===== src/rtl/core/gcr_fmt_pkg.sv =====
// Shared types, constants and code tables of the GCR sector formatter.
`default_nettype none

package gcr_fmt_pkg;

    localparam int SECTOR_BYTES = 256;
    localparam int POS_W        = $clog2(SECTOR_BYTES);
    localparam int TRACK_W      = 6;
    localparam int SECTOR_W     = 5;
    localparam int BYTE_W       = 8;
    localparam int CFG_IDX_W    = 1;
    localparam int STEP_W       = 6;
    localparam int CNT_W        = 5;
    localparam int ACC_W        = 18;
    localparam int TOK_W        = 10;
    localparam int SHIFT_W      = 4;

    localparam logic [CFG_IDX_W-1:0] CFG_DISK_ID_FIRST  = 1'b0;
    localparam logic [CFG_IDX_W-1:0] CFG_DISK_ID_SECOND = 1'b1;

    localparam logic [BYTE_W-1:0] SYNC_BYTE = 8'hFF;
    localparam logic [BYTE_W-1:0] GAP_BYTE  = 8'h55;
    localparam logic [BYTE_W-1:0] HDR_MARK  = 8'h08;
    localparam logic [BYTE_W-1:0] DATA_MARK = 8'h07;
    localparam logic [BYTE_W-1:0] HDR_FILL  = 8'h0F;
    localparam logic [BYTE_W-1:0] ZERO_BYTE = 8'h00;

    // Token sequence of one sector
    localparam logic [STEP_W-1:0] STEP_SYNC1 = 6'd0;
    localparam logic [STEP_W-1:0] STEP_HDR   = 6'd5;
    localparam logic [STEP_W-1:0] STEP_GAP   = 6'd13;
    localparam logic [STEP_W-1:0] STEP_SYNC2 = 6'd22;
    localparam logic [STEP_W-1:0] STEP_MARK  = 6'd27;
    localparam logic [STEP_W-1:0] STEP_DATA  = 6'd28;
    localparam logic [STEP_W-1:0] STEP_CSUM  = 6'd29;
    localparam logic [STEP_W-1:0] STEP_PAD   = 6'd32;
    localparam logic [STEP_W-1:0] STEP_TAIL  = 6'd33;
    localparam logic [STEP_W-1:0] STEP_END   = 6'd38;

    typedef enum logic [1:0] {
        TOK_RAW,
        TOK_CODED,
        TOK_PAD
    } tok_kind_t;

    typedef struct packed {
        logic                first;
        logic                last;
        logic [TRACK_W-1:0]  track;
        logic [SECTOR_W-1:0] sector;
        logic [BYTE_W-1:0]   id_first;
        logic [BYTE_W-1:0]   id_second;
        logic [BYTE_W-1:0]   data;
        logic [BYTE_W-1:0]   csum;
    } cmd_t;

    typedef struct packed {
        tok_kind_t         kind;
        logic [BYTE_W-1:0] value;
        logic              end_mark;
    } token_t;

    function automatic logic [4:0] nyb_code(input logic [3:0] nyb);
        logic [4:0] code;
        unique case (nyb)
            4'h0: code = 5'h0A;
            4'h1: code = 5'h0B;
            4'h2: code = 5'h12;
            4'h3: code = 5'h13;
            4'h4: code = 5'h0E;
            4'h5: code = 5'h0F;
            4'h6: code = 5'h16;
            4'h7: code = 5'h17;
            4'h8: code = 5'h09;
            4'h9: code = 5'h19;
            4'hA: code = 5'h1A;
            4'hB: code = 5'h1B;
            4'hC: code = 5'h0D;
            4'hD: code = 5'h1D;
            4'hE: code = 5'h1E;
            4'hF: code = 5'h15;
            default: code = 5'h00;
        endcase
        return code;
    endfunction

    function automatic logic [TOK_W-1:0] gcr_code(input logic [BYTE_W-1:0] b);
        return {nyb_code(b[7:4]), nyb_code(b[3:0])};
    endfunction

endpackage

`default_nettype wire


===== src/rtl/core/gcr_fmt_front.sv =====
// Front end: accepts data beats, tracks sector position and checksum, issues commands.
`default_nettype none

module gcr_fmt_front (
    input  wire logic                               aclk,
    input  wire logic                               aresetn,
    input  wire logic                               s_valid,
    output logic                                    s_ready,
    input  wire logic [gcr_fmt_pkg::TRACK_W-1:0]    s_track_number,
    input  wire logic [gcr_fmt_pkg::SECTOR_W-1:0]   s_sector_number,
    input  wire logic [gcr_fmt_pkg::BYTE_W-1:0]     s_data_byte,
    input  wire logic                               cfg_wr_en,
    input  wire logic [gcr_fmt_pkg::CFG_IDX_W-1:0]  cfg_index,
    input  wire logic [gcr_fmt_pkg::BYTE_W-1:0]     cfg_data,
    input  wire logic                               q_full,
    output logic                                    q_push,
    output gcr_fmt_pkg::cmd_t                       q_cmd
);

    logic [gcr_fmt_pkg::POS_W-1:0]  pos_reg, pos_next;
    logic [gcr_fmt_pkg::BYTE_W-1:0] xor_reg;
    logic [gcr_fmt_pkg::BYTE_W-1:0] id_first_reg, id_second_reg;
    logic                           first, last;
    logic [gcr_fmt_pkg::BYTE_W-1:0] csum;

    assign s_ready = !q_full;
    assign q_push  = s_valid && !q_full;

    assign first = (pos_reg == '0);
    assign last  = (pos_reg == gcr_fmt_pkg::POS_W'(gcr_fmt_pkg::SECTOR_BYTES - 1));
    assign csum  = (first ? gcr_fmt_pkg::ZERO_BYTE : xor_reg) ^ s_data_byte;
    assign pos_next = last ? '0 : pos_reg + 1'b1;

    always_comb begin
        q_cmd.first     = first;
        q_cmd.last      = last;
        q_cmd.track     = s_track_number;
        q_cmd.sector    = s_sector_number;
        q_cmd.id_first  = id_first_reg;
        q_cmd.id_second = id_second_reg;
        q_cmd.data      = s_data_byte;
        q_cmd.csum      = csum;
    end

    always_ff @(posedge aclk) begin
        if (!aresetn) begin
            pos_reg <= '0;
        end else if (q_push) begin
            pos_reg <= pos_next;
        end
    end

    always_ff @(posedge aclk) begin
        if (q_push) begin
            xor_reg <= csum;
        end
    end

    always_ff @(posedge aclk) begin
        if (!aresetn) begin
            id_first_reg  <= '0;
            id_second_reg <= '0;
        end else if (cfg_wr_en) begin
            unique case (cfg_index)
                gcr_fmt_pkg::CFG_DISK_ID_FIRST:  id_first_reg  <= cfg_data;
                gcr_fmt_pkg::CFG_DISK_ID_SECOND: id_second_reg <= cfg_data;
                default: ;
            endcase
        end
    end

endmodule

`default_nettype wire


===== src/rtl/core/gcr_fmt_queue.sv =====
// Two-entry command queue between front and back end.
`default_nettype none

module gcr_fmt_queue (
    input  wire logic               aclk,
    input  wire logic               aresetn,
    input  wire logic               push,
    input  wire gcr_fmt_pkg::cmd_t  push_cmd,
    output logic                    full,
    input  wire logic               pop,
    output gcr_fmt_pkg::cmd_t       head_cmd,
    output logic                    head_valid
);

    gcr_fmt_pkg::cmd_t entry_reg [2];
    logic       wr_ptr_reg, rd_ptr_reg;
    logic [1:0] cnt_reg;
    logic       do_push, do_pop;

    assign full       = (cnt_reg == 2'd2);
    assign head_valid = (cnt_reg != 2'd0);
    assign head_cmd   = entry_reg[rd_ptr_reg];
    assign do_push    = push && !full;
    assign do_pop     = pop && head_valid;

    always_ff @(posedge aclk) begin
        if (!aresetn) begin
            wr_ptr_reg <= 1'b0;
            rd_ptr_reg <= 1'b0;
            cnt_reg    <= 2'd0;
        end else begin
            if (do_push) begin
                wr_ptr_reg <= !wr_ptr_reg;
            end
            if (do_pop) begin
                rd_ptr_reg <= !rd_ptr_reg;
            end
            unique case ({do_push, do_pop})
                2'b10:   cnt_reg <= cnt_reg + 2'd1;
                2'b01:   cnt_reg <= cnt_reg - 2'd1;
                default: cnt_reg <= cnt_reg;
            endcase
        end
    end

    always_ff @(posedge aclk) begin
        if (do_push) begin
            entry_reg[wr_ptr_reg] <= push_cmd;
        end
    end

endmodule

`default_nettype wire


===== src/rtl/core/gcr_fmt_back.sv =====
// Back end: steps through the sector token sequence, packs bits, drives result beats.
`default_nettype none

module gcr_fmt_back (
    input  wire logic                            aclk,
    input  wire logic                            aresetn,
    input  wire gcr_fmt_pkg::cmd_t               cmd,
    input  wire logic                            cmd_valid,
    output logic                                 cmd_pop,
    output logic                                 m_valid,
    input  wire logic                            m_ready,
    output logic [gcr_fmt_pkg::BYTE_W-1:0]       m_gcr_byte,
    output logic                                 m_sector_end
);

    logic [gcr_fmt_pkg::STEP_W-1:0]  step_reg, step_next;
    logic                            busy_reg, busy_next;
    logic [gcr_fmt_pkg::ACC_W-1:0]   acc_reg, acc_next;
    logic [gcr_fmt_pkg::CNT_W-1:0]   cnt_reg, cnt_next, cnt_drained;
    logic                            end_flag_reg;
    logic                            m_valid_reg;
    logic [gcr_fmt_pkg::BYTE_W-1:0]  m_gcr_byte_reg;
    logic                            m_sector_end_reg;

    logic [gcr_fmt_pkg::STEP_W-1:0]  cur_step, end_step;
    logic [2:0]                      hdr_idx;
    logic [gcr_fmt_pkg::BYTE_W-1:0]  hdr_byte, hdr_csum;
    gcr_fmt_pkg::token_t             tok;
    logic                            drain, tok_take;
    logic [gcr_fmt_pkg::SHIFT_W-1:0] tok_width;
    logic [gcr_fmt_pkg::TOK_W-1:0]   tok_bits;
    logic [gcr_fmt_pkg::ACC_W-1:0]   acc_aligned;

    assign cur_step = busy_reg ? step_reg
                    : (cmd.first ? gcr_fmt_pkg::STEP_SYNC1 : gcr_fmt_pkg::STEP_DATA);
    assign end_step = cmd.last ? gcr_fmt_pkg::STEP_END : gcr_fmt_pkg::STEP_DATA;
    assign hdr_idx  = 3'(cur_step - gcr_fmt_pkg::STEP_HDR);
    assign hdr_csum = {3'b000, cmd.sector} ^ {2'b00, cmd.track} ^ cmd.id_second ^ cmd.id_first;

    always_comb begin
        unique case (hdr_idx)
            3'd0:    hdr_byte = gcr_fmt_pkg::HDR_MARK;
            3'd1:    hdr_byte = hdr_csum;
            3'd2:    hdr_byte = {3'b000, cmd.sector};
            3'd3:    hdr_byte = {2'b00, cmd.track};
            3'd4:    hdr_byte = cmd.id_second;
            3'd5:    hdr_byte = cmd.id_first;
            default: hdr_byte = gcr_fmt_pkg::HDR_FILL;
        endcase
    end

    always_comb begin
        tok.end_mark = 1'b0;
        priority if (cur_step < gcr_fmt_pkg::STEP_HDR) begin
            tok.kind  = gcr_fmt_pkg::TOK_RAW;
            tok.value = gcr_fmt_pkg::SYNC_BYTE;
        end else if (cur_step < gcr_fmt_pkg::STEP_GAP) begin
            tok.kind  = gcr_fmt_pkg::TOK_CODED;
            tok.value = hdr_byte;
        end else if (cur_step < gcr_fmt_pkg::STEP_SYNC2) begin
            tok.kind  = gcr_fmt_pkg::TOK_RAW;
            tok.value = gcr_fmt_pkg::GAP_BYTE;
        end else if (cur_step < gcr_fmt_pkg::STEP_MARK) begin
            tok.kind  = gcr_fmt_pkg::TOK_RAW;
            tok.value = gcr_fmt_pkg::SYNC_BYTE;
        end else if (cur_step == gcr_fmt_pkg::STEP_MARK) begin
            tok.kind  = gcr_fmt_pkg::TOK_CODED;
            tok.value = gcr_fmt_pkg::DATA_MARK;
        end else if (cur_step == gcr_fmt_pkg::STEP_DATA) begin
            tok.kind  = gcr_fmt_pkg::TOK_CODED;
            tok.value = cmd.data;
        end else if (cur_step == gcr_fmt_pkg::STEP_CSUM) begin
            tok.kind  = gcr_fmt_pkg::TOK_CODED;
            tok.value = cmd.csum;
        end else if (cur_step < gcr_fmt_pkg::STEP_PAD) begin
            tok.kind  = gcr_fmt_pkg::TOK_CODED;
            tok.value = gcr_fmt_pkg::ZERO_BYTE;
        end else if (cur_step == gcr_fmt_pkg::STEP_PAD) begin
            tok.kind  = gcr_fmt_pkg::TOK_PAD;
            tok.value = gcr_fmt_pkg::ZERO_BYTE;
        end else begin
            tok.kind     = gcr_fmt_pkg::TOK_RAW;
            tok.value    = gcr_fmt_pkg::GAP_BYTE;
            tok.end_mark = (cur_step == gcr_fmt_pkg::STEP_END);
        end
    end

    always_comb begin
        unique case (tok.kind)
            gcr_fmt_pkg::TOK_RAW: begin
                tok_width = 4'd8;
                tok_bits  = {2'b00, tok.value};
            end
            gcr_fmt_pkg::TOK_CODED: begin
                tok_width = 4'd10;
                tok_bits  = gcr_fmt_pkg::gcr_code(tok.value);
            end
            default: begin
                tok_width = (cnt_drained == '0) ? 4'd0 : 4'(5'd8 - cnt_drained);
                tok_bits  = '0;
            end
        endcase
    end

    assign drain       = (cnt_reg >= 5'd8) && (!m_valid_reg || m_ready);
    assign cnt_drained = drain ? cnt_reg - 5'd8 : cnt_reg;
    assign tok_take    = cmd_valid && (cnt_drained < 5'd8);
    assign cmd_pop     = tok_take && (cur_step == end_step);
    assign acc_aligned = acc_reg >> (cnt_reg - 5'd8);

    always_comb begin
        acc_next  = acc_reg;
        cnt_next  = cnt_drained;
        step_next = step_reg;
        busy_next = busy_reg;
        if (tok_take) begin
            acc_next  = (acc_reg << tok_width) | {8'h00, tok_bits};
            cnt_next  = cnt_drained + {1'b0, tok_width};
            step_next = cur_step + 1'b1;
            busy_next = !cmd_pop;
        end
    end

    always_ff @(posedge aclk) begin
        if (!aresetn) begin
            step_reg     <= '0;
            busy_reg     <= 1'b0;
            cnt_reg      <= '0;
            end_flag_reg <= 1'b0;
            m_valid_reg  <= 1'b0;
        end else begin
            step_reg <= step_next;
            busy_reg <= busy_next;
            cnt_reg  <= cnt_next;
            if (tok_take && tok.end_mark) begin
                end_flag_reg <= 1'b1;
            end else if (drain) begin
                end_flag_reg <= 1'b0;
            end
            if (drain) begin
                m_valid_reg <= 1'b1;
            end else if (m_ready) begin
                m_valid_reg <= 1'b0;
            end
        end
    end

    always_ff @(posedge aclk) begin
        acc_reg <= acc_next;
        if (drain) begin
            m_gcr_byte_reg   <= acc_aligned[7:0];
            m_sector_end_reg <= end_flag_reg;
        end
    end

    assign m_valid      = m_valid_reg;
    assign m_gcr_byte   = m_gcr_byte_reg;
    assign m_sector_end = m_sector_end_reg;

endmodule

`default_nettype wire


===== src/rtl/core/gcr_sector_formatter_core.sv =====
// Top level of the GCR sector formatter: front end, command queue and back end.
//
// Input beats carry one raw data byte each; the first beat of a sector also
// supplies track and sector number, which start the preamble (sync, GCR
// header, gap, sync, data mark). Each data byte becomes ten coded bits; the
// last beat of a sector appends checksum, two zero bytes, zero padding to a
// byte boundary and six gap bytes, the final one flagged by m_sector_end.
// Disk ids come from the write-only config port and are sampled on the
// first beat of each sector.
// m_valid rises once the first input beat of a sector has passed the command
// queue entry, the bit packer count and the output register.
// Throughput: the back end produces one result beat per cycle while the
// receiver is ready; a full sector is 360 result beats for 256 input beats,
// so the output port sets the sustained input rate, with a single input
// beat taken per cycle while the two-entry command queue has room.
// Reset clears position, queue, packer count and both disk ids (the checksum is not reset).
// A stalled receiver holds the output register; the packer then stops
// taking tokens and the queue fills until s_ready drops.
`default_nettype none

module gcr_sector_formatter_core (
    input  wire logic                               aclk,
    input  wire logic                               aresetn,
    input  wire logic                               s_valid,
    output logic                                    s_ready,
    input  wire logic [gcr_fmt_pkg::TRACK_W-1:0]    s_track_number,
    input  wire logic [gcr_fmt_pkg::SECTOR_W-1:0]   s_sector_number,
    input  wire logic [gcr_fmt_pkg::BYTE_W-1:0]     s_data_byte,
    output logic                                    m_valid,
    input  wire logic                               m_ready,
    output logic [gcr_fmt_pkg::BYTE_W-1:0]          m_gcr_byte,
    output logic                                    m_sector_end,
    input  wire logic                               cfg_wr_en,
    input  wire logic [gcr_fmt_pkg::CFG_IDX_W-1:0]  cfg_index,
    input  wire logic [gcr_fmt_pkg::BYTE_W-1:0]     cfg_data
);

    gcr_fmt_pkg::cmd_t push_cmd, head_cmd;
    logic              q_push, q_full, q_pop, head_valid;

    gcr_fmt_front u_front (
        .aclk            (aclk),
        .aresetn         (aresetn),
        .s_valid         (s_valid),
        .s_ready         (s_ready),
        .s_track_number  (s_track_number),
        .s_sector_number (s_sector_number),
        .s_data_byte     (s_data_byte),
        .cfg_wr_en       (cfg_wr_en),
        .cfg_index       (cfg_index),
        .cfg_data        (cfg_data),
        .q_full          (q_full),
        .q_push          (q_push),
        .q_cmd           (push_cmd)
    );

    gcr_fmt_queue u_queue (
        .aclk       (aclk),
        .aresetn    (aresetn),
        .push       (q_push),
        .push_cmd   (push_cmd),
        .full       (q_full),
        .pop        (q_pop),
        .head_cmd   (head_cmd),
        .head_valid (head_valid)
    );

    gcr_fmt_back u_back (
        .aclk         (aclk),
        .aresetn      (aresetn),
        .cmd          (head_cmd),
        .cmd_valid    (head_valid),
        .cmd_pop      (q_pop),
        .m_valid      (m_valid),
        .m_ready      (m_ready),
        .m_gcr_byte   (m_gcr_byte),
        .m_sector_end (m_sector_end)
    );

endmodule

`default_nettype wire


===== config.mk =====
export PLATFORM = sky130hd
export DESIGN_NAME = gcr_sector_formatter_core
export DESIGN_NICKNAME = d
export VERILOG_FILES = /design/src/rtl/core/gcr_fmt_pkg.sv /design/src/rtl/core/gcr_fmt_front.sv /design/src/rtl/core/gcr_fmt_queue.sv /design/src/rtl/core/gcr_fmt_back.sv /design/src/rtl/core/gcr_sector_formatter_core.sv
export SDC_FILE = /design/constraint.sdc
export NUM_CORES = 1
export LEC_CHECK = 0
export BUFFER_PORTS_ARGS = -buffer_cell sky130_fd_sc_hd__buf_2
export CAP_MARGIN = 20
export CORE_UTILIZATION = 60
export CTS_BUF_LIST = sky130_fd_sc_hd__clkbuf_16
export DETAILED_ROUTE_END_ITERATION = 6
export GPL_ROUTABILITY_DRIVEN = 0
export GPL_TIMING_DRIVEN = 0
export PLACE_DENSITY = 0.83
export SKIP_CTS_REPAIR_TIMING = 1
export SLEW_MARGIN = 30
export SYNTH_ARGS = -nofsm -noshare
export SYNTH_HDL_FRONTEND = slang
export SYNTH_SLANG_ARGS = --single-unit
export TNS_END_PERCENT = 30

===== constraint.sdc =====
create_clock -name aclk -period 9.15 [get_ports aclk]
set_clock_uncertainty 0.2 [all_clocks]
set_input_delay 1.83 -clock aclk [delete_from_list [all_inputs] [get_ports aclk]]
set_output_delay 1.83 -clock aclk [all_outputs]
set_load 0.01 [all_outputs]

* Word-level counts from Yosys, hierarchy flattened
Memory sizes are Yosys's and may differ from the RTL's. A register that Yosys moved wholly into a read port is not among the register bits. Index checks and enable logic that the tools add are counted.
Word-level totals: bits in registers 77, latch bits 0, RAM bits 90, ROM bits 160, input port bits 33, output and inout port bits 11, memories kept 3
Operators by class: add/subtract/negate cells 8, multipliers 0, div/mod/pow operators 0, order comparisons 7, equal/unequal tests 16, shift-type cells 2, mux-type cells 38, bitwise operators 6, reduce and logical (&&, ||, !) cells 23
Memories:
- u_queue.entry_reg | words 2, bits a word 45, read ports 1, clocked after Yosys merged registers in 1, wr ports 1, RTL line gcr_fmt_queue.sv:15 | gcr_fmt_pkg::cmd_t entry_reg [2];
- (name not given) | words 16, bits a word 5, read ports 1, clocked after Yosys merged registers in 0, wr ports 0, RTL line gcr_fmt_pkg.sv:65 | unique case (nyb)
- (name not given) | words 16, bits a word 5, read ports 1, clocked after Yosys merged registers in 0, wr ports 0, RTL line gcr_fmt_pkg.sv:65
Operators with widths (number):
- two-way mux 10 bit | 9
- one-hot mux 8 bit (6 select lines) | 1
- XOR 8 bit | 3
- one-hot mux 10 bit (2 select lines) | 1
- equality test 6 x 5 -> 1 bit (second input constant) | 3
- OR 18 x 10 -> 18 bit | 1
- << shifter 18 x 4 -> 18 bit | 1
- right shift 18 x 5 -> 8 bit | 1
- two-way mux 1 bit | 17
- two-way mux 8 bit | 2
- two-way mux 5 bit | 3
- equality test 6 bit (second input constant) | 2
- less-than comparator 6 x 5 -> 1 bit (second input constant) | 2
- two-way mux 6 bit | 2
- adder 8 x 1 -> 8 bit (second input constant) | 1
- equality test 8 bit (second input constant) | 1
- logical NOT 8 bit | 1
- one-hot mux 4 bit (2 select lines) | 1
- nonzero test 2 bit | 4
- logical AND 1 bit | 7
- adder 6 x 1 -> 6 bit (second input constant) | 1
- equality test 3 x 2 -> 1 bit (second input constant) | 2
- equality test 3 bit (second input constant) | 2
- equality test 6 bit | 1
- 24 further kinds | 31

* Logic depth before layout (Yosys ltp)
Gate-level depths: netlist (run 1).
word-level depth 16, gate-level depth with buffers 18, mapped depth without buffers 13

* Cells and area by module
A second synthesis (run 1) with hierarchy kept.
Second synthesis, totals: cells, all modules 885, area, all modules 9524.1 sq um
By module, submodules not included:
- gcr_fmt_back | times used 1, cells each 546, area each 4491.8 sq um, seq. area each 1091.0 sq um
- gcr_fmt_queue | times used 1, cells each 166, area each 3473.3 sq um, seq. area each 2802.7 sq um
- gcr_fmt_front | times used 1, cells each 173, area each 1559.0 sq um, seq. area each 720.7 sq um

* Worst setup path after synthesis (run 1)
OpenSTA, ideal clock, no wires.
kind input to register, start point input port s_valid, end point memory u_queue.entry_reg[0][0] in the netlist's numbering (enable), arrival 3.879 ns, data required time 8.501 ns, slack 4.622 ns, stages on the path 2, buffers on the path 0, cells stage by stage nand2_1 -> nor2_1
On the way: word-level cells in the longest chain between the ends 4
RTL lines:
- start, declared | RTL line gcr_sector_formatter_core.sv:24 | input wire logic s_valid,
- logical AND 1 bit | RTL line gcr_fmt_front.sv:27 | assign q_push = s_valid && !q_full;
- logical AND 1 bit | RTL line gcr_fmt_queue.sv:23 | assign do_push = push && !full;
- two-way mux 1 bit | RTL line gcr_fmt_queue.sv:47 | if (do_push) begin
- two-way mux 1 bit (implied by the code) | RTL line gcr_fmt_queue.sv:48 | entry_reg[wr_ptr_reg] <= push_cmd;
- end, declared | RTL line gcr_fmt_queue.sv:15
Every way passes these cells.

* Worst setup path in the final report (run 1)
start point input port m_ready, end point register u_back.cnt_reg[4] in the netlist's numbering
On the way: word-level cells in the longest chain between the ends 8, elaborated cells between the ends (all ways) 11, those cells by class add/sub (2); order compare (1); mux (4); reduce/logical (4)
RTL lines:
- start, declared | RTL line gcr_sector_formatter_core.sv:30 | input wire logic m_ready,
- logical OR 1 bit (*) | RTL line gcr_fmt_back.sv:105 | assign drain = (cnt_reg >= 5'd8) && (!m_valid_reg || m_ready);
- logical AND 1 bit (*) | RTL line gcr_fmt_back.sv:105
- two-way mux 5 bit (*) | RTL line gcr_fmt_back.sv:106 | assign cnt_drained = drain ? cnt_reg - 5'd8 : cnt_reg;
- subtractor 4 bit / logical NOT 5 bit (equally long branches) | RTL line gcr_fmt_back.sv:99 | tok_width = (cnt_drained == '0) ? 4'd0 : 4'(5'd8 - cnt_drained);
- two-way mux 4 bit | RTL line gcr_fmt_back.sv:99
- one-hot mux 4 bit (2 select lines) | RTL line gcr_fmt_back.sv:89 | unique case (tok.kind)
- adder 5 x 4 -> 5 bit | RTL line gcr_fmt_back.sv:118 | cnt_next = cnt_drained + {1'b0, tok_width};
- two-way mux 5 bit (*) | RTL line gcr_fmt_back.sv:116 | if (tok_take) begin
- end signal, assigned | RTL line gcr_fmt_back.sv:134 | cnt_reg <= cnt_next;
- end, declared | RTL line gcr_fmt_back.sv:19 | logic [gcr_fmt_pkg::CNT_W-1:0] cnt_reg, cnt_next, cnt_drained;
Mark *: on every way between the ends. The rest lies on a longest branch, timed or not. A chain may end at the register's enable or synchronous reset.

==> flow_summary.toml, run 1 <==
[status]
outcome = "complete, no violations"

[placement]
io_buffers = 40
pre_cts_slack_ns = 4.263
hpwl_um = 15200

[clock_tree]
cts_tree = "yes"
clockRootBuffer = "clkbuf_16"
cts_buffers = 17
clockBufferDepth = 2
cts_max_level = 4
clkSinkCount = 168
path_clk_slew_ns = 0.06
insertion_delay_ns = 0.43

[logic_synthesis]
syn_nets = 874
ys.flop_type = "edfxtp_1"
syn_area_mm2 = 0.009488
yosys_warnings = 0
synthTopCellsByArea = "edfxtp_1, mux2i_1, dfxtp_1"
synth-edff-count = 125
synth_commonest_cells = "edfxtp_1, mux2i_1, nand2_1"
yosys.area.top_type = "edfxtp_1"
synth_top_area_share_pct = 39.56
ys_types = 90
syn_avg_cell_area_um2 = 11.51
synth.yosys.seq_area_share_pct = 48.64
synth_cells = 824
synth-seq-cells = 168
yosysMostFrequentCell = "edfxtp_1"
async_flop_share_pct = 0

[hold_path]
holdPathEnd = "u_back.m_sector_end$_DFFE_PP_"
hp-class = "flip-flop to flip-flop"
hold_depth = 0
hp-start = "u_back.end_flag_reg$_SDFFE_PN0P_"

[flow_run]
drv_cap = 0

[worst_setup_path]
end_kind = "flip-flop"
rrSetupSlack_ns = 4.87
setup.worst_path.start_class = "input pin"
rr_startpoint = "u_back.busy_reg$_SDFFE_PN0P_"
crit_arrival_ns = 4.58
rr_worst_depth = 18
worstPathRequired_ns = 9.28
worstSetupPathType = "input pin to flip-flop"
crit_fanout = 10
reg2reg_to = "u_back.cnt_reg[4]$_SDFF_PN0_"

[global_route]
grt_use_total_pct = 27.70
use_met1_pct = 36.39
grt_antenna_before_repair = 0
use_met2_pct = 46.52
grt_first_pass_wirelength_um = 34600
grt_overflow = 0
grt_max_degree = 46
grt_pass1_vias = 6727
busiest_layer = "met2"
met3_usage_pct = 4.007

[drt]
drt_iter0_markers = 702
post-route-drc-count = 0
post_drt_wl_per_cell_um = 19.31
firstDrtPassIters = 7
viasPerCell = 6.181
routed_wl_um = 21410
vias = 6855
drtAntennaViolNets = 0

[sta]
max_freq_mhz = 224.5
timing.final.crit_share_pct = 48.68
relSlewSlack_pct = 53.50
slew_viol_final = 0
tightest_slew_ns = 0.6781
timing_hold_violations_final = 0
fin_setup_tns_ns = 0
rsz0062_at_grt = "false"
whs_ns = 0.2359
final-setup-viol-count = 0
postLayoutSetupSlackWorst_ns = 4.695
fin_crit_ns = 4.455

[final_layout]
register_area_mm2 = 0.004614
multiInputGateArea_mm2 = 0.004558
drive_above_1_share_pct = 17.26
syn2layout_area_growth_pct = 12.20
antennaDiodeCount = 0
fin_nets = 935
largest_reg_flops = 90
n_fill_cell = 1119

[floorplan]
die_x_um = 127.8
die_area_mm2 = 0.01632
core_area_mm2 = 0.01531
start_util_pct = 61.95
io_pins = 44
row_count = 45
die_y_um = 127.8

[pwr]
pwr_density_cell_mw_per_mm2 = 310.1
ir_drop_mv = 0.1872
p_leak_nw = 4.085
kinds of logic (layout without fill, tap and decap cells):
logic type	Yosys count	after routing	share of synthesized area, %
AND/OR/NAND/NOR	222	222	12.21
AO/OA/AOI/OAI	168	168	13.28
flip-flops	168	168	48.64
multiplexers	135	135	15.30
buffers and inverters	67	141	3.455
XOR/XNOR	47	47	4.800
adder cells (fa/ha/maj)	17	17	2.321
worst max path at each step:
stage                 start                                 end
floorplan           s_valid   u_queue.entry_reg[0][0]$_DFFE_PP_
global placement    s_valid  u_queue.entry_reg[0][37]$_DFFE_PP_
detailed placement  m_ready        u_back.cnt_reg[4]$_SDFF_PN0_
CTS                 m_ready        u_back.cnt_reg[4]$_SDFF_PN0_
global route        m_ready        u_back.cnt_reg[4]$_SDFF_PN0_
finish              m_ready        u_back.cnt_reg[4]$_SDFF_PN0_
final cells by class:
type / count / share of cell area [%]
inverters: 20 / 0.7052
well taps: 211 / 2.480
repair buffers: 42 / 2.398
plain buffers: 47 / 2.386
clock inverters: 12 / 1.164
multi-input cells: 589 / 42.82
flip-flops and latches: 168 / 43.35
clock buffers: 20 / 4.701
where the power goes:
part	internal (mW)	switching [mW]	leakage, nW
Combinational	0.587	0.820	2.24
Sequential	1.03	0.114	1.53
Clock	0.432	0.314	0.312
critical path, stage by stage:
cell and delay [ns]:
buf_2 0.10, nor2b_1 0.22, nor3_2 0.11, o311ai_4 0.37
buf_6 0.23, buf_2 0.30, inv_1 0.14, ha_1 0.23
fa_1 0.41, a21o_1 0.17, a21oi_1 0.15, o221ai_1 0.12
and2_1 0.18
cell usage in the layout (no fill, tap or decap), drive strengths merged, types with 6 or more instances in the layout:
cell and n:
nor3 6, and3 6, o21ai 32, xnor2 33, nand3 24, ha 16
nand4 6, and2 18, clkbuf 36, nor2 24, mux2 27, inv 27
a21boi 14, o22ai 11, o211ai 11, xor2 11, nand2 80, nand2b 11
o211a 7, buf 73, mux2i 104, edfxtp 125, dfxtp 43, a21oi 28
nor2b 28
metrics by stage:
step	area, um2	power, mW	std cells	utilization [%]
after floorplan	9488	2.180	824	-
after global placement	9952	2.491	1075	64.98
after detailed placement	10020	2.532	1077	65.43
after CTS	10650	3.286	1109	69.51
after global routing	10650	3.475	1109	69.51
final	10650	3.301	1109	69.51
routing by layer:
layer	vias up	wire length (um)
li1	3217	-
met1	3335	9373
met2	263	10300
met3	40	1215
met4	0	523
met5	-	0
No activity file was read; power rests on OpenSTA's default activity.
==> inputs of run 2 (changes only) <==
Settings changed: ABC_AREA from default to 1, CORE_UTILIZATION 60 to 56, PLACE_DENSITY 0.83 to 0.82.
Clock period 9.15 ns to 4.05 ns, I/O delays scaled along.
==> flow_summary.toml, run 2 <==
[logic_synthesis]
syn_avg_cell_area_um2 = 8.380
yosys_warnings = 0
ys.flop_type = "edfxtp_1"
synth_commonest_cells = "nand2_1, edfxtp_1, inv_1"
synth-edff-count = 125
synth.yosys.seq_area_share_pct = 51.08
synthTopCellsByArea = "edfxtp_1, nand2_1, dfxtp_1"
synth_top_area_share_pct = 41.55
syn_area_mm2 = 0.009034
yosys.area.top_type = "edfxtp_1"
async_flop_share_pct = 0
synth_cells = 1078
ys_types = 48
yosysMostFrequentCell = "nand2_1"
syn_nets = 1128
synth-seq-cells = 168

[floorplan]
io_pins = 44
start_util_pct = 57.08
row_count = 46
die_area_mm2 = 0.01664
die_y_um = 129.0
core_area_mm2 = 0.01583
die_x_um = 129.0

[clock_tree]
clockRootBuffer = "clkbuf_16"
cts_buffers = 17
clockBufferDepth = 2
path_clk_slew_ns = 0.06
cts_tree = "yes"
clkSinkCount = 168
cts_max_level = 4
insertion_delay_ns = 0.43

[sta]
max_freq_mhz = 266.1
whs_ns = 0.2497
slew_viol_final = 0
tightest_slew_ns = 0.6684
fin_crit_ns = 3.757
fin_setup_tns_ns = 0
rsz0062_at_grt = "false"
timing.final.crit_share_pct = 92.78
relSlewSlack_pct = 55.28
timing_hold_violations_final = 0
final-setup-viol-count = 0

[worst_setup_path]
crit_fanout = 10
setup.worst_path.start_class = "flip-flop"
end_kind = "flip-flop"
worstPathRequired_ns = 4.15
crit_arrival_ns = 3.85
worstSetupPathType = "flip-flop to flip-flop"

[global_route]
grt_max_degree = 26
grt_overflow = 0
grt_first_pass_wirelength_um = 34820
grt_use_total_pct = 27.35
grt_pass1_vias = 7262
grt_antenna_before_repair = 0

[pwr]
pwr_density_cell_mw_per_mm2 = 701.8
power.total_mw = 7.148
ir_drop_mv = 0.4710
p_leak_nw = 4.401

[drt]
vias = 7699
firstDrtPassIters = 6
viasPerCell = 5.607
post_drt_wl_per_cell_um = 15.51
routed_wl_um = 21290
drt_iter0_markers = 826
drtAntennaViolNets = 0
post-route-drc-count = 0

[final_layout]
largest_reg_flops = 90
drive_above_1_share_pct = 11.15
final_common_cell = "nand2_1"
syn2layout_area_growth_pct = 12.74
antennaDiodeCount = 0
most-common-layout-cells = "nand2_1, edfxtp_1, inv_1"
fin_nets = 1194

[flow_run]
drv_cap = 0

[placement]
io_buffers = 43
hpwl_um = 15340

[status]
outcome = "complete, no violations"

[hold_path]
hp-class = "flip-flop to flip-flop"
[run 2: changes by cell type in the layout (fill, tap and decap cells not counted), sizes merged, moves of 27 or more]
cell and change:
nand3 +72, nor2 +56, nor2b -28, nand2 +261
mux2 -27, mux2i -94, inv +84, o21ai +51
[run 2: layout make-up]
class	count	area [um2]
buffer	34	168.9
clock inverter	15	113.9
multi-input combinational	768	3861
fill	1240	5643
timing repair buffer	47	325.3
sequential	168	4614
inverter	108	405.4
tap	216	270.3
clock buffer	17	425.4
[run 2: cell families after synthesis]
logic type                 Yosys count  synth area share, %
buffers and inverters              142                6.344
DFF                                168                51.08
xor gates and xnor gates            26                2.521
AOI/OAI and AO/OA                  161                10.14
adders and majority gates           17                2.438
muxes                               10                1.108
and+or+nand+nor                    554                26.37
[run 2: worst paths after layout]
path | startpoint | cells after the start | end | slack (ns)
max reg2reg | u_back.cnt_reg[1]$_SDFFE_PN0P_ | 18 | u_back.cnt_reg[2]$_SDFFE_PN0P_ | 0.29
max | u_back.cnt_reg[1]$_SDFFE_PN0P_ | 18 | u_back.cnt_reg[2]$_SDFFE_PN0P_ | 0.29
min reg2reg | u_front.id_first_reg[7]$_SDFFE_PN0P_ | 0 | u_queue.entry_reg[0][31]$_DFFE_PP_ | 0.25
min | u_front.id_first_reg[7]$_SDFFE_PN0P_ | 0 | u_queue.entry_reg[0][31]$_DFFE_PP_ | 0.25
[run 2: worst max-delay path, cell delays in order (launching register included)]
cell	delay (ns)
dfxtp_1	0.34
clkbuf_2	0.18
inv_2	0.17
buf_1	0.39
ha_1	0.26
inv_1	0.06
nor2_1	0.09
nand2_1	0.09
nand2_2	0.11
nand3_1	0.08
nand2_1	0.19
nand3_4	0.14
nand3_4	0.12
buf_6	0.15
inv_1	0.10
ha_1	0.23
fa_1	0.42
xnor2_1	0.21
a21oi_1	0.09
[run 2: layer usage]
metal	vias up	track usage (%)	share of wire (%)
met2	336	45.56	48
met4	0	13.36	3.0
met3	52	5.367	7.3
li1	3757	-	-
met5	-	0	0
met1	3554	34.31	42
[run 2: through the flow]
| step | worst slack (ns) | utilization (%) | std cells | instance area, um2 |
|---|---|---|---|---|
| 2_1_floorplan | 0.5106 | - | 1078 | 9034 |
| 3_3_place_gp | -0.7158 | 60.14 | 1337 | 9519 |
| 3_5_place_dp | 0.3143 | 60.93 | 1341 | 9644 |
| 4_1_cts | 0.2749 | 64.34 | 1373 | 10180 |
| 5_1_grt | 0.02719 | 64.35 | 1373 | 10180 |
| 6_report | 0.2925 | 64.35 | 1373 | 10180 |
[run 2: power breakdown]
part	internal, mW	switching [mW]
logic	1.04	2.18
clock network	0.835	0.660
registers	2.29	0.150
total	4.16	2.99
==> inputs of run 3 (changes only) <==
Settings changed: CORE_UTILIZATION 56 to 58, CTS_BUF_LIST sky130_fd_sc_hd__clkbuf_16 to sky130_fd_sc_hd__clkbuf_4 sky130_fd_sc_hd__clkbuf_8, PLACE_DENSITY 0.82 to 0.84, RECOVER_POWER from default to 50.
==> flow_summary.toml, run 3 (synthesized netlist as in run 2, its figures left out) <==
[final_layout]
most-common-layout-cells = "nand2_1, edfxtp_1, inv_1"
antennaDiodeCount = 0
utilization_pct = 65.31
largest_reg_flops = 90
syn2layout_area_growth_pct = 9.903
final_common_cell = "nand2_1"
layout.cells.non_filler = 1344
drive_above_1_share_pct = 8.910
n_fill_cell = 1241
fin_nets = 1193
fin_area_mm2 = 0.009928

[placement]
pre_cts_slack_ns = 0.3581
io_buffers = 43
place_inst = 1313
placedInstanceArea_mm2 = 0.009609
hpwl_um = 15520

[drt]
vias = 7637
post-route-drc-count = 0
drtAntennaViolNets = 0
routed_wl_um = 21280
firstDrtPassIters = 5
post_drt_wl_per_cell_um = 15.84
drt_iter0_markers = 822
viasPerCell = 5.682

[clock_tree]
cts_buffers = 17
cts_tree = "yes"
insertion_delay_ns = 0.47
clockRootBuffer = "clkbuf_8"
path_clk_slew_ns = 0.08
clkSinkCount = 168
clockBufferDepth = 2
cts_max_level = 4

[worst_setup_path]
path_common_cell = "nand2_1"
path_cells = "buf_2 -> nand2_1 -> ha_1 -> ha_1 -> nor2_1 -> inv_1 -> nand4_1 -> inv_1 -> nor3_1 -> nand2_1 -> a21oi_1 -> nand2_1 -> a21oi_1 -> nand2_1"
crit_fanout = 9
end_kind = "flip-flop"
setup.worst_path.start_class = "flip-flop"
crit_arrival_ns = 3.65
worstSetupPathType = "flip-flop to flip-flop"
crit_buf_inv = 3
critPathMaxStageDelay_ns = 0.46
cpLargestDelayFamily = "simple AND/OR/NAND/NOR gates"
critPathSlowestCell = "ha_1"
worstPathRequired_ns = 4.06

[pwr]
pwr-share-seq_pct = 35.9
p_leak_nw = 4.227
comb_power_share_pct = 46.6
pwr_density_cell_mw_per_mm2 = 684.7
power.total_mw = 6.798
p_sw_share_pct = 42.90
ir_drop_mv = 0.5014
power.switching_mw = 2.916
power_frac_clock_pct = 17.5
p_int_mw = 3.882

[sta]
fin_crit_ns = 3.639
relSlewSlack_pct = 7.448
whs_ns = 0.2609
slew_viol_final = 0
rsz0062_at_grt = "false"
timing_hold_violations_final = 0
max_freq_mhz = 274.8
postLayoutSetupSlackWorst_ns = 0.4114
tightest_slew_ns = 1.383
final-setup-viol-count = 0
fin_setup_tns_ns = 0
timing.final.crit_share_pct = 89.84

[floorplan]
die_x_um = 126.8
core_area_mm2 = 0.01520
die_y_um = 126.8
io_pins = 44
die_area_mm2 = 0.01608
start_util_pct = 59.42
row_count = 45

[hold_path]
hp-class = "flip-flop to flip-flop"

[status]
outcome = "complete, no violations"

[global_route]
grt_pass1_vias = 7247
grt_antenna_before_repair = 0
grt_use_total_pct = 27.26
grt_overflow = 0
grt_max_degree = 26
grt_first_pass_wirelength_um = 34110

[flow_run]
drv_cap = 0
==> run 3: layout make-up <==
class,count,area (um2),share of cell area [%]
buffer,33,163.9,1.651
tap,188,235.2,2.369
clock buffer,21,270.3,2.722
inverter,108,405.4,4.083
multi-input combinational,768,3846,38.74
timing repair buffer,47,270.3,2.722
sequential,168,4614,46.48
clock inverter,11,122.6,1.235
==> run 3: power groups by stage <==
| stage | sequential, mW | clock [mW] | combinational [mW] |
|---|---|---|---|
| floorplan | 2.46 | 0 | 2.33 |
| global placement | 2.47 | 0 | 3.01 |
| detailed placement | 2.47 | 0 | 3.13 |
| CTS | 2.44 | 1.20 | 3.14 |
| global route | 2.47 | 1.26 | 3.54 |
| finish | 2.44 | 1.19 | 3.17 |
==> run 3: layer usage <==
layer	track usage, %	up-vias	wire length (um)
met1	33.22	3518	8999
met5	0	-	0
met2	46.44	308	10300
met4	11.90	0	546
met3	6.158	51	1434
li1	-	3760	-
==> run 3: final timing paths <==
path	from	depth (start not counted)	to	slack (ns)
worst max-delay path	u_back.busy_reg$_SDFFE_PN0P_	14	u_back.acc_reg[0]$_DFFE_PP_	0.41
worst min-delay path	u_front.id_first_reg[7]$_SDFFE_PN0P_	0	u_queue.entry_reg[0][31]$_DFFE_PP_	0.26
worst max register to register	u_back.busy_reg$_SDFFE_PN0P_	14	u_back.acc_reg[0]$_DFFE_PP_	0.41
worst min register to register	u_front.id_first_reg[7]$_SDFFE_PN0P_	0	u_queue.entry_reg[0][31]$_DFFE_PP_	0.26
